**config.mk**
```make
export PLATFORM = sky130hd
export DESIGN_NAME = lgbp_front
export DESIGN_NICKNAME = d
export VERILOG_FILES = /design/src/lgbp_pkg.sv /design/src/lgbp_front.sv
export SDC_FILE = /design/constraint.sdc
export NUM_CORES = 1
export LEC_CHECK = 0
export BUFFER_PORTS_ARGS = -buffer_cell sky130_fd_sc_hd__buf_2
export CAP_MARGIN = 20
export CORE_ASPECT_RATIO = 1.1
export CORE_MARGIN = 8
export CORE_UTILIZATION = 40
export CTS_CLUSTER_DIAMETER = 60
export DETAILED_ROUTE_END_ITERATION = 16
export PLACE_DENSITY = 0.89
export SYNTH_ARGS = -nofsm -noshare
export SYNTH_HDL_FRONTEND = slang
export SYNTH_SLANG_ARGS = --single-unit
```
**constraint.sdc**
```tcl
create_clock -name i_clk -period 2.85 [get_ports i_clk]
set_clock_uncertainty 0.1 [all_clocks]
set_input_delay 0.4275 -clock i_clk [delete_from_list [all_inputs] [get_ports i_clk]]
set_output_delay 0.4275 -clock i_clk [all_outputs]
set_load 0.05 [all_outputs]
```
**src/lgbp_pkg.sv**
```systemverilog
// Shared types, constants and helpers for the local + gshare branch predictor.
// No dependencies; every other file imports this package.
`default_nettype none

package lgbp_pkg;

    localparam int TABLE_ENTRIES = 1024;
    localparam int IDX_W         = $clog2(TABLE_ENTRIES);
    localparam int LHIST_MAX     = 4;
    localparam int PER_ENTRY     = 1 << LHIST_MAX;
    localparam int CTR_W         = 2;
    localparam int LROW_W        = CTR_W * PER_ENTRY;
    localparam int FILL_W        = 3;
    localparam int LEN_W         = 3;
    localparam int WARM_W        = 6;
    localparam int ADDR_W        = 64;
    localparam int CFG_IDX_W     = 1;
    localparam int CFG_DATA_W    = WARM_W;
    localparam int FIFO_DEPTH    = 2;
    localparam int FIFO_PTR_W    = (FIFO_DEPTH > 1) ? $clog2(FIFO_DEPTH) : 1;
    localparam int FIFO_CNT_W    = $clog2(FIFO_DEPTH + 1);

    localparam logic [CTR_W-1:0]  CTR_INIT        = 2'd1;
    localparam logic [CTR_W-1:0]  CTR_MAX         = 2'd3;
    localparam logic [LROW_W-1:0] LROW_INIT       = {PER_ENTRY{CTR_INIT}};
    localparam logic [LEN_W-1:0]  LOCAL_LEN_RST   = 3'd4;
    localparam logic [WARM_W-1:0] GLOBAL_WARM_RST = 6'd10;

    typedef enum logic [CFG_IDX_W-1:0] {
        REG_LOCAL_LEN     = 1'b0,
        REG_GLOBAL_WARMUP = 1'b1
    } t_cfg_reg;

    typedef enum logic [1:0] {
        BK_CLEAR,
        BK_FETCH,
        BK_UPDATE
    } t_back_state;

    typedef struct packed {
        logic [ADDR_W-1:0] branch_addr;
        logic              taken;
    } t_in;

    typedef struct packed {
        logic local_prediction;
        logic local_correct;
        logic local_ready;
        logic global_prediction;
        logic global_correct;
        logic global_ready;
    } t_out;

    // One classified branch as it travels from front to back.
    typedef struct packed {
        logic [IDX_W-1:0] lidx;
        logic [IDX_W-1:0] gidx;
        logic             taken;
        logic             gready;
    } t_job;

    typedef struct packed {
        logic [FILL_W-1:0]    fill;
        logic [LHIST_MAX-1:0] pattern;
    } t_hist;

    // Queue status seen by the top level and the back end.
    typedef struct packed {
        logic empty;
        logic full;
    } t_fifo_stat;

    function automatic logic [CTR_W-1:0] ctr_train(input logic [CTR_W-1:0] c,
                                                   input logic up);
        logic [CTR_W-1:0] r;
        if (up) begin
            r = (c < CTR_MAX) ? c + CTR_W'(1) : CTR_MAX;
        end else begin
            r = (c != '0) ? c - CTR_W'(1) : '0;
        end
        return r;
    endfunction

endpackage

`default_nettype wire

```
**src/lgbp_front.sv**
```systemverilog
// Front end: classifies each accepted branch into table indexes and gshare readiness.
// Holds the global history and the global warm-up count. Depends on lgbp_pkg.
`default_nettype none

module lgbp_front (
    input  wire                          i_clk,
    input  wire                          i_rst_n,
    input  wire                          i_accept,
    input  lgbp_pkg::t_in                i_item,
    input  wire [lgbp_pkg::WARM_W-1:0]   i_warmup,
    output lgbp_pkg::t_job               o_job
);
    import lgbp_pkg::*;

    logic [IDX_W-1:0]  r_ghist, n_ghist;
    logic [WARM_W-1:0] r_gfill, n_gfill;
    logic [WARM_W:0]   w_fill_inc;

    always_comb begin
        o_job.lidx   = i_item.branch_addr[IDX_W-1:0];
        o_job.gidx   = i_item.branch_addr[IDX_W-1:0] ^ r_ghist;
        o_job.taken  = i_item.taken;
        o_job.gready = (r_gfill >= i_warmup);

        // shift in every outcome; saturate the fill at the warm-up length
        n_ghist    = IDX_W'({r_ghist, i_item.taken});
        w_fill_inc = {1'b0, r_gfill} + (WARM_W + 1)'(1);
        n_gfill    = (w_fill_inc < {1'b0, i_warmup}) ? w_fill_inc[WARM_W-1:0] : i_warmup;
    end

    always_ff @(posedge i_clk) begin
        if (!i_rst_n) begin
            r_ghist <= '0;
            r_gfill <= '0;
        end else if (i_accept) begin
            r_ghist <= n_ghist;
            r_gfill <= n_gfill;
        end
    end

endmodule

`default_nettype wire

```
==> impl_metrics.yaml <==
global_route:
  grt_max_degree: 21
  antenna_found_initial: 0
  track_usage_pct: 10.2
  grt_first_pass_wirelength_mm: 4.55
  first_global_vias: 1088
  grt_overflow: 0
worst_setup_path:
  critPathLaunchType: "register"
  required_ns: 2.98
  path_cells: "ha_1 -> and3_1 -> xor2_1 -> ha_1 -> and2_1 -> o21a_1 -> a2111oi_0 -> o31a_1"
  cp-end-kind: "register"
  critPathMaxStageDelay_ns: 0.42
  path_class: "reg -> reg"
  crit_fanout: 6
  cpMaxStageDelayCell: "dfxtp_1"
  crit_top_cell: "ha_1"
  critPathArrivalTime_ns: 2.75
logic_synthesis:
  ys_seq_area_share_pct: 25.1
  yosys_most_used_dff: "dfxtp_1"
  yosys_warnings: 0
  yosys-mux-area-fraction_pct: 7.84
  synth_cell_type_count: 36
  synth_top_family_by_area: "compound AO/OA/AOI/OAI gates"
  synth_compound_area_share_pct: 18.7
  syn-num-nets: 225
  synth_area_mm2: 0.00128
  synthAdderAreaFrac_pct: 12.7
  async_flop_share_pct: 0
  synth_edf_count: 0
  synth_area_per_cell_um2: 9.25
  synth-simple-area-share_pct: 16.2
  yosys.area_share.xor_xnor_pct: 9.61
  ys_ff_latch: 16
  synth_cells: 138
drt:
  drc: 0
  initialDrtViolationCount: 41
  first_pass_iters: 4
  ant_nets: 0
  wirelength_mm: 2.71
  vias: 1091
  viasPerCell: 5.32
  routedWlPerCell_um: 13.2
final_layout:
  final_cell_mix: "buf_2 (41), dfxtp_1 (16), nor2b_1 (14)"
  nFillCells: 290
  num_antenna_cells: 0
  multi_input_area_um2: 832
  final_nets: 259
  mostFrequentLayoutCell: "buf_2"
  area_growth_pct: 16.4
  layoutNonFillerInstCount: 205
  final_area_mm2: 0.00149
  seq_area_um2: 320
  layout-drive-gt1-share_pct: 30.4
clocking:
  path_clk_slew_ns: 0.09
  cts_resized: 0
  cts_tree: "done"
  hold_buffers: 0
  clock_path_buffers: 2
  cts.sinks: 16
  cts_max_level: 1
  cts.root.buffer_cell: "clkbuf_4"
  clk_latency_ns: 0.28
  cts-buffers-inserted: 3
  cts_setup_buffers: 0
sta:
  worst_pin_slew_ns: 0.543
  setup_tns_ns: 0
  min_period_ns: 2.62
  post-route-period-util_pct: 92.0
  max_freq_ghz: 0.382
  rsz0062_at_grt: "false"
  finalSetupViolations: 0
  relSlewSlack_pct: 63.6
  finalWorstSetupSlack_ns: 0.229
  hold_viol: 0
  drv_slew: 0
die:
  die_h_um: 75.2
  die_w_um: 69.9
  die-area_mm2: 0.00526
  ios: 96
  num_rows: 21
  initial_core_util_pct: 41.9
  coreArea_mm2: 0.00305
power:
  power_frac_comb_pct: 36.8
  switchingPower_uw: 233
  ir_worst_vdd_mv: 0.320
  power.leakage_uw: 0.000729
  p_int_uw: 398
  p_per_area_mw_per_mm2: 425
  power.share.clock_pct: 23.1
  netSwitchingFraction_pct: 37.0
  seq_power_share_pct: 40.1
placed_design:
  dpl.hpwl_mm: 2.21
  gp_congestion: 0.886
  dpl_worst_slack_ns: 0.240
  dpl_cell_area_mm2: 0.00145
  io_buffers: 41
  place_inst: 201
run:
  cap_violations: 0
run_status:
  status: "completed"
worst_hold_path:
  min_path_type: "in -> reg"
==> final cells by class <==
class	count	share of cell area (%)
multi-input combinational	100	56.0
timing repair buffer	44	15.3
sequential	16	21.6
inverter	7	1.77
tap	34	2.86
clock buffer	4	2.44
==> power groups by stage <==
| stage | clock network (µW) | registers (µW) | logic (µW) |
|---|---|---|---|
| final | 146 | 254 | 232 |
| after global routing | 172 | 255 | 257 |
| after CTS | 155 | 253 | 234 |
| after detailed placement | 0 | 258 | 233 |
| after global placement | 0 | 258 | 226 |
| after floorplan | 0 | 254 | 186 |
==> worst max-delay path, delay by kind of cell (launching register included) <==
kind,cells,cell delay (ns)
compound gates,3,0.84
fa+ha+maj,2,0.53
simple gates,2,0.48
flops,1,0.42
xor+xnor,1,0.20
==> Yosys cell counts (2+ instances only) <==
| cell | number | area share [%] |
|---|---|---|
| a2111oi_0 | 3 | 2.1 |
| a21o_1 | 2 | 1.2 |
| a21oi_1 | 3 | 1.2 |
| a311oi_1 | 4 | 2.7 |
| a31oi_1 | 3 | 1.5 |
| buf_4 | 11 | 6.5 |
| clkbuf_1 | 2 | 0.59 |
| dfxtp_1 | 16 | 25 |
| ha_1 | 13 | 13 |
| inv_1 | 6 | 1.8 |
| mux2i_1 | 10 | 7.8 |
| nand2_1 | 3 | 0.88 |
| nand2b_1 | 2 | 0.98 |
| nand3b_1 | 3 | 1.8 |
| nand4_1 | 2 | 0.98 |
| nor2_1 | 2 | 0.59 |
| nor2b_1 | 14 | 6.9 |
| o21ai_0 | 4 | 1.6 |
| o31a_1 | 4 | 2.7 |
| o31ai_1 | 3 | 1.8 |
| xor2_1 | 13 | 8.9 |
==> flip-flops by register name, summed over array words and instances, names as in the netlist <==
| signal | count |
|---|---|
| r_gfill | 6 |
| r_ghist | 10 |
==> per-stage QoR <==
step	hold slack (ns)	total power (µW)	utilization (%)
3_5_place_dp	0.446	491	47.5
6_report	0.326	632	48.7
5_1_grt	0.318	684	48.7
3_3_place_gp	0.419	485	47.5
2_1_floorplan	0.403	440	-
4_1_cts	0.308	642	48.7
==> final timing paths <==
path	from	to	slack (ns)	cells past startpoint
worst max-delay path	r_gfill[0]	r_gfill[4]	0.23	8
worst min-delay path	i_item[0]	r_ghist[0]	0.33	3
worst max register to register	r_gfill[0]	r_gfill[4]	0.23	8
worst min register to register	r_ghist[9]	r_ghist[9]	0.45	2
==> layer usage <==
layer	vias up	GRT usage [%]	part of all wire (%)
met1	501	9.56	39
met2	27	19.8	53
met4	0	1.56	0.41
li1	561	-	-
met3	2	5.14	7.3
met5	-	0	0
==> cells by family after synthesis <==
logic type | count (synthesis)
simple gates | 33
compound gates | 30
buf+inv | 22
flops | 16
xor+xnor | 14
fa+ha+maj | 13
mux | 10
Power figures use the tool's default switching activity.
