## config.mk

```make
export PLATFORM = sky130hd
export DESIGN_NAME = lgbp_fifo
export DESIGN_NICKNAME = d
export VERILOG_FILES = /design/src/lgbp_pkg.sv /design/src/lgbp_fifo.sv
export SDC_FILE = /design/constraint.sdc
export NUM_CORES = 1
export LEC_CHECK = 0
export BUFFER_PORTS_ARGS = -buffer_cell sky130_fd_sc_hd__buf_2
export CAP_MARGIN = 0
export CELL_PAD_IN_SITES_DETAIL_PLACEMENT = 0
export CELL_PAD_IN_SITES_GLOBAL_PLACEMENT = 1
export CORE_MARGIN = 5
export CORE_UTILIZATION = 45
export DETAILED_ROUTE_END_ITERATION = 6
export PLACE_DENSITY = 0.87
export SYNTH_ARGS = -nofsm -noshare
export SYNTH_HDL_FRONTEND = slang
export SYNTH_SLANG_ARGS = --single-unit
```

## constraint.sdc

```tcl
create_clock -name i_clk -period 5.85 [get_ports i_clk]
set_clock_uncertainty 0.15 [all_clocks]
set_input_delay 1.17 -clock i_clk [delete_from_list [all_inputs] [get_ports i_clk]]
set_output_delay 1.17 -clock i_clk [all_outputs]
set_load 0.05 [all_outputs]
```

## src/lgbp_pkg.sv

```systemverilog
// Shared types, constants and helpers for the local + gshare branch predictor.
// No dependencies; every other file imports this package.
`default_nettype none

package lgbp_pkg;

    localparam int TABLE_ENTRIES = 1024;
    localparam int IDX_W         = $clog2(TABLE_ENTRIES);
    localparam int LHIST_MAX     = 4;
    localparam int PER_ENTRY     = 1 << LHIST_MAX;
    localparam int CTR_W         = 2;
    localparam int LROW_W        = CTR_W * PER_ENTRY;
    localparam int FILL_W        = 3;
    localparam int LEN_W         = 3;
    localparam int WARM_W        = 6;
    localparam int ADDR_W        = 64;
    localparam int CFG_IDX_W     = 1;
    localparam int CFG_DATA_W    = WARM_W;
    localparam int FIFO_DEPTH    = 2;
    localparam int FIFO_PTR_W    = (FIFO_DEPTH > 1) ? $clog2(FIFO_DEPTH) : 1;
    localparam int FIFO_CNT_W    = $clog2(FIFO_DEPTH + 1);

    localparam logic [CTR_W-1:0]  CTR_INIT        = 2'd1;
    localparam logic [CTR_W-1:0]  CTR_MAX         = 2'd3;
    localparam logic [LROW_W-1:0] LROW_INIT       = {PER_ENTRY{CTR_INIT}};
    localparam logic [LEN_W-1:0]  LOCAL_LEN_RST   = 3'd4;
    localparam logic [WARM_W-1:0] GLOBAL_WARM_RST = 6'd10;

    typedef enum logic [CFG_IDX_W-1:0] {
        REG_LOCAL_LEN     = 1'b0,
        REG_GLOBAL_WARMUP = 1'b1
    } t_cfg_reg;

    typedef enum logic [1:0] {
        BK_CLEAR,
        BK_FETCH,
        BK_UPDATE
    } t_back_state;

    typedef struct packed {
        logic [ADDR_W-1:0] branch_addr;
        logic              taken;
    } t_in;

    typedef struct packed {
        logic local_prediction;
        logic local_correct;
        logic local_ready;
        logic global_prediction;
        logic global_correct;
        logic global_ready;
    } t_out;

    // One classified branch as it travels from front to back.
    typedef struct packed {
        logic [IDX_W-1:0] lidx;
        logic [IDX_W-1:0] gidx;
        logic             taken;
        logic             gready;
    } t_job;

    typedef struct packed {
        logic [FILL_W-1:0]    fill;
        logic [LHIST_MAX-1:0] pattern;
    } t_hist;

    // Queue status seen by the top level and the back end.
    typedef struct packed {
        logic empty;
        logic full;
    } t_fifo_stat;

    function automatic logic [CTR_W-1:0] ctr_train(input logic [CTR_W-1:0] c,
                                                   input logic up);
        logic [CTR_W-1:0] r;
        if (up) begin
            r = (c < CTR_MAX) ? c + CTR_W'(1) : CTR_MAX;
        end else begin
            r = (c != '0) ? c - CTR_W'(1) : '0;
        end
        return r;
    endfunction

endpackage

`default_nettype wire

```

## src/lgbp_fifo.sv

```systemverilog
// Short job queue between the front end and the back end.
// Depends on lgbp_pkg for the job type and depth.
`default_nettype none

module lgbp_fifo (
    input  wire                   i_clk,
    input  wire                   i_rst_n,
    input  wire                   i_push,
    input  lgbp_pkg::t_job        i_job,
    input  wire                   i_pop,
    output lgbp_pkg::t_job        o_head,
    output lgbp_pkg::t_fifo_stat  o_stat
);
    import lgbp_pkg::*;

    t_job                  r_mem [FIFO_DEPTH];
    logic [FIFO_PTR_W-1:0] r_wptr, r_rptr;
    logic [FIFO_CNT_W-1:0] r_count;
    logic                  w_push, w_pop;

    function automatic logic [FIFO_PTR_W-1:0] ptr_next(input logic [FIFO_PTR_W-1:0] p);
        return (p == FIFO_PTR_W'(FIFO_DEPTH - 1)) ? '0 : p + FIFO_PTR_W'(1);
    endfunction

    always_comb begin
        o_stat.empty = (r_count == '0);
        o_stat.full  = (r_count == FIFO_CNT_W'(FIFO_DEPTH));
        w_push       = i_push && !o_stat.full;
        w_pop        = i_pop && !o_stat.empty;
        o_head       = r_mem[r_rptr];
    end

    always_ff @(posedge i_clk) begin
        if (w_push) begin
            r_mem[r_wptr] <= i_job;
        end
    end

    always_ff @(posedge i_clk) begin
        if (!i_rst_n) begin
            r_wptr  <= '0;
            r_rptr  <= '0;
            r_count <= '0;
        end else begin
            if (w_push) begin
                r_wptr <= ptr_next(r_wptr);
            end
            if (w_pop) begin
                r_rptr <= ptr_next(r_rptr);
            end
            if (w_push && !w_pop) begin
                r_count <= r_count + FIFO_CNT_W'(1);
            end else if (w_pop && !w_push) begin
                r_count <= r_count - FIFO_CNT_W'(1);
            end
        end
    end

endmodule

`default_nettype wire

```

==> impl_results.md <==
* Routed vias/inst at 4.838
* Setup violators final at 0
* Placeable Area at about 0.0039 mm²
* First-pass GRT wire length at 4685 µm
* Nets@finish at roughly 170
* Main synth FF type: edfxtp_1
* Die span in y at 73.48 µm
* Minimum clock period at 3.205 ns
* Post-cts resize count at 0
* Vias at 958
* Tot GR Track Use at roughly 12%
* DRT iter0 DRCs at 65
* Pleak at 0.0008435 µW
* Rows at 23
* Initial Utilization at 45.99%
* Synth cell count leaders: edfxtp_1 (44), mux2_2 (22), dfxtp_1 (5), and2_1 (3)
* Hold Fails Final Rpt at 0
* #FFs+latches synth at 49
* Slew Limit Fails at 0
* Int Power at around 690 µW
* Mapped Cells at 93
* Synth top area cells: edfxtp_1 (73%), mux2_2 (14%), dfxtp_1 (5.5%)
* Final Cycle Share at between 50% and 60%
* CP max stage delay at 0.96 ns
* Syn nets at 120
* Multi-input logic area at ~380 µm²
* CTS Buf Count at 5
* Area of the mapped netlist at 0.001813 mm²
* Pwr Density at about 500 mW/mm²
* Clk_lat worst skew at 0.29 ns
* CTS clock-pin slew for the worst setup and hold paths at ~0.090 ns
* Synth top area share at 72.88%
* Clk buf depth at 2
* Placed instance count at 190
* Post-synthesis sequential area ratio at 78.40%
* Register Area at between 0.001 and 0.0015 mm²
* Largest net degree at the start of global routing at 24
* Max cap viols at 0
* CTS tree: done
* P_sw at 429.7 µW
* Number of buffers added for setup after CTS at 0
* P&R area growth vs syn at 22.71%
* Switching portion of total power at 38.31%
* IO Pins at 50
* # clock sinks at 49
* Sequential power share at 43.0%
* Worst Path Required at 4.53 ns
* Number of remaining DRC errors at 0
* DP HPWL at 2172 µm
* HP Class: register to register
* Share of cells above drive strength 1 at between 50% and 60%
* Status: finished, final reports clean
* FILL cells at between 300 and 400
* Ys Warns at 0
* # hold bufs at CTS at 0
* Number of synthesized flops with an enable pin at 44
* Port Buffers at slightly below 50
* Final global-route overflow total at 0
* R2r endpoint: r_mem[0][20]$_DFFE_PP_
* Sum Neg Setup Slack at 0 ns
* Slew headroom at 27.37%
* Unique masters post-synth at 20
* Crit Path Max Fanout at 22
* Worst setup path endpoint: o_head[18]
* H-tree depth reported by CTS at 2
* RSZ-0062 raised after global routing: no
* Worst-margin pin slew at 1.086 ns
* Slowest CP cell: dfxtp_1
* Asr flop ratio synth at 0%
* GP Congestion at 0.7544
* Number of diodes at 0
* Origin of the critical flop-to-flop path: r_count[0]$_SDFFE_PN0P_
* Clock Power Share at 20.5%
* Final non-filler cell total at 198
* Combinational Power Share at a little over a third
* Post-route ant nets at 0
* Initial antenna violation count at 0
* Top-count cell post-synth: edfxtp_1
* CP startpoint kind: register
* WL/cell at 15.78 µm
* Worst Path Arrival at 1.89 ns
* Die area at 0.005399 mm²
* CP Capture Type: output pin
* Worst Path Class, Setup: register to output pin
* R2R Setup Slk at 3.81 ns
* Fmax achieved at 312.0 MHz
* Maximum VDD drop at 0.2498 mV
* Avg Cell Area, Syn at 19.49 µm²
* CP cell instances: mux2_2, buf_2
* Die width at 73.48 µm
* Clock Tree Root: clkbuf_8
* First-pass DRT Iterations at 4
* Largest area contributor in the netlist: edfxtp_1
* Vias in the first global route at 1006
* Routed WL at 3124 µm
* R2R cell count at 3
layout make-up:
type / instances / area share (%)
well taps: 50 / 2.812
flip-flops and latches: 49 / 63.89
inverters: 2 / 0.3375
clock buffers: 6 / 3.262
multi-input cells: 40 / 17.10
clock inverters: 2 / 1.575
repair buffers: 49 / 11.02
layer usage:
| metal | track usage (%) | share of wire [%] | vias up |
|---|---|---|---|
| li1 | - | - | 460 |
| met1 | 14.27 | 41 | 459 |
| met2 | 19.98 | 51 | 36 |
| met3 | 3.694 | 7.1 | 3 |
| met4 | 5.433 | 1.1 | 0 |
| met5 | 0 | 0 | - |
state kept, by name (all words and copies together), names as in the netlist, named ones only:
signal / flops
r_rptr: 1
r_count: 2
r_mem: 44
r_wptr: 1
critical path: cells and delay by family (launching register included):
family / cells / cell delay [ns]
mux: 1 / 0.42
flops: 1 / 0.96
buf+inv: 1 / 0.21
cell families after synthesis:
family	after synthesis	synth area share (%)
AOI/OAI and AO/OA	5	1.794
xor gates and xnor gates	3	1.450
adders and majority gates	1	0.6900
buffers and inverters	4	0.9658
DFF	49	78.40
muxes	22	13.66
and+or+nand+nor	9	3.038
how the worst min path moves through the flow:
stage	start	to	slack [ns]	cells after the start
after CTS	r_count[1]$_SDFFE_PN0P_	r_count[1]$_SDFFE_PN0P_	0.39	2
after detailed placement	r_count[1]$_SDFFE_PN0P_	r_count[1]$_SDFFE_PN0P_	0.38	2
final	r_count[1]$_SDFFE_PN0P_	r_count[1]$_SDFFE_PN0P_	0.40	2
after global routing	r_count[1]$_SDFFE_PN0P_	r_count[1]$_SDFFE_PN0P_	0.42	2
after floorplan	r_count[1]$_SDFFE_PN0P_	r_count[1]$_SDFFE_PN0P_	0.33	2
after global placement	r_count[1]$_SDFFE_PN0P_	r_count[1]$_SDFFE_PN0P_	0.35	2
power groups by stage:
stage	Sequential (µW)	Clock, µW	Combinational (µW)
CTS	484	236	416
global route	488	252	432
finish	482	230	410
global placement	487	0	407
floorplan	465	0	347
detailed placement	491	0	415
through the flow:
| stage | worst slack (ns) | util, % | hold WS [ns] | instance area (µm²) | total power, µW |
|---|---|---|---|---|---|
| after global routing | 2.524 | 56.43 | 0.4181 | 2225 | 1171 |
| after detailed placement | 2.914 | 53.70 | 0.3766 | 2117 | 905.4 |
| after global placement | 2.917 | 53.70 | 0.3523 | 2117 | 894.1 |
| after floorplan | 3.135 | - | 0.3333 | 1813 | 811.3 |
| final | 2.645 | 56.43 | 0.3980 | 2225 | 1122 |
| after CTS | 2.573 | 56.43 | 0.3939 | 2225 | 1135 |
cells in the final DEF (no fill, tap or decap):
cell / n
buf_2: 49
edfxtp_1: 44
mux2_2: 22
dfxtp_1: 5
clkbuf_8: 5
and2_1: 3
nor2_1: 2
xnor2_1: 2
inv_1: 1
nand2b_1: 1
inv_2: 1
o21ai_1: 1
and3_1: 1
nor3_4: 1
a21boi_0: 1
o21a_1: 1
xor2_1: 1
o21ai_0: 1
or3_1: 1
a21boi_1: 1
ha_1: 1
clkinv_2: 1
clkbuf_1: 1
bufinv_16: 1
No activity file was read; power rests on OpenSTA's default activity.
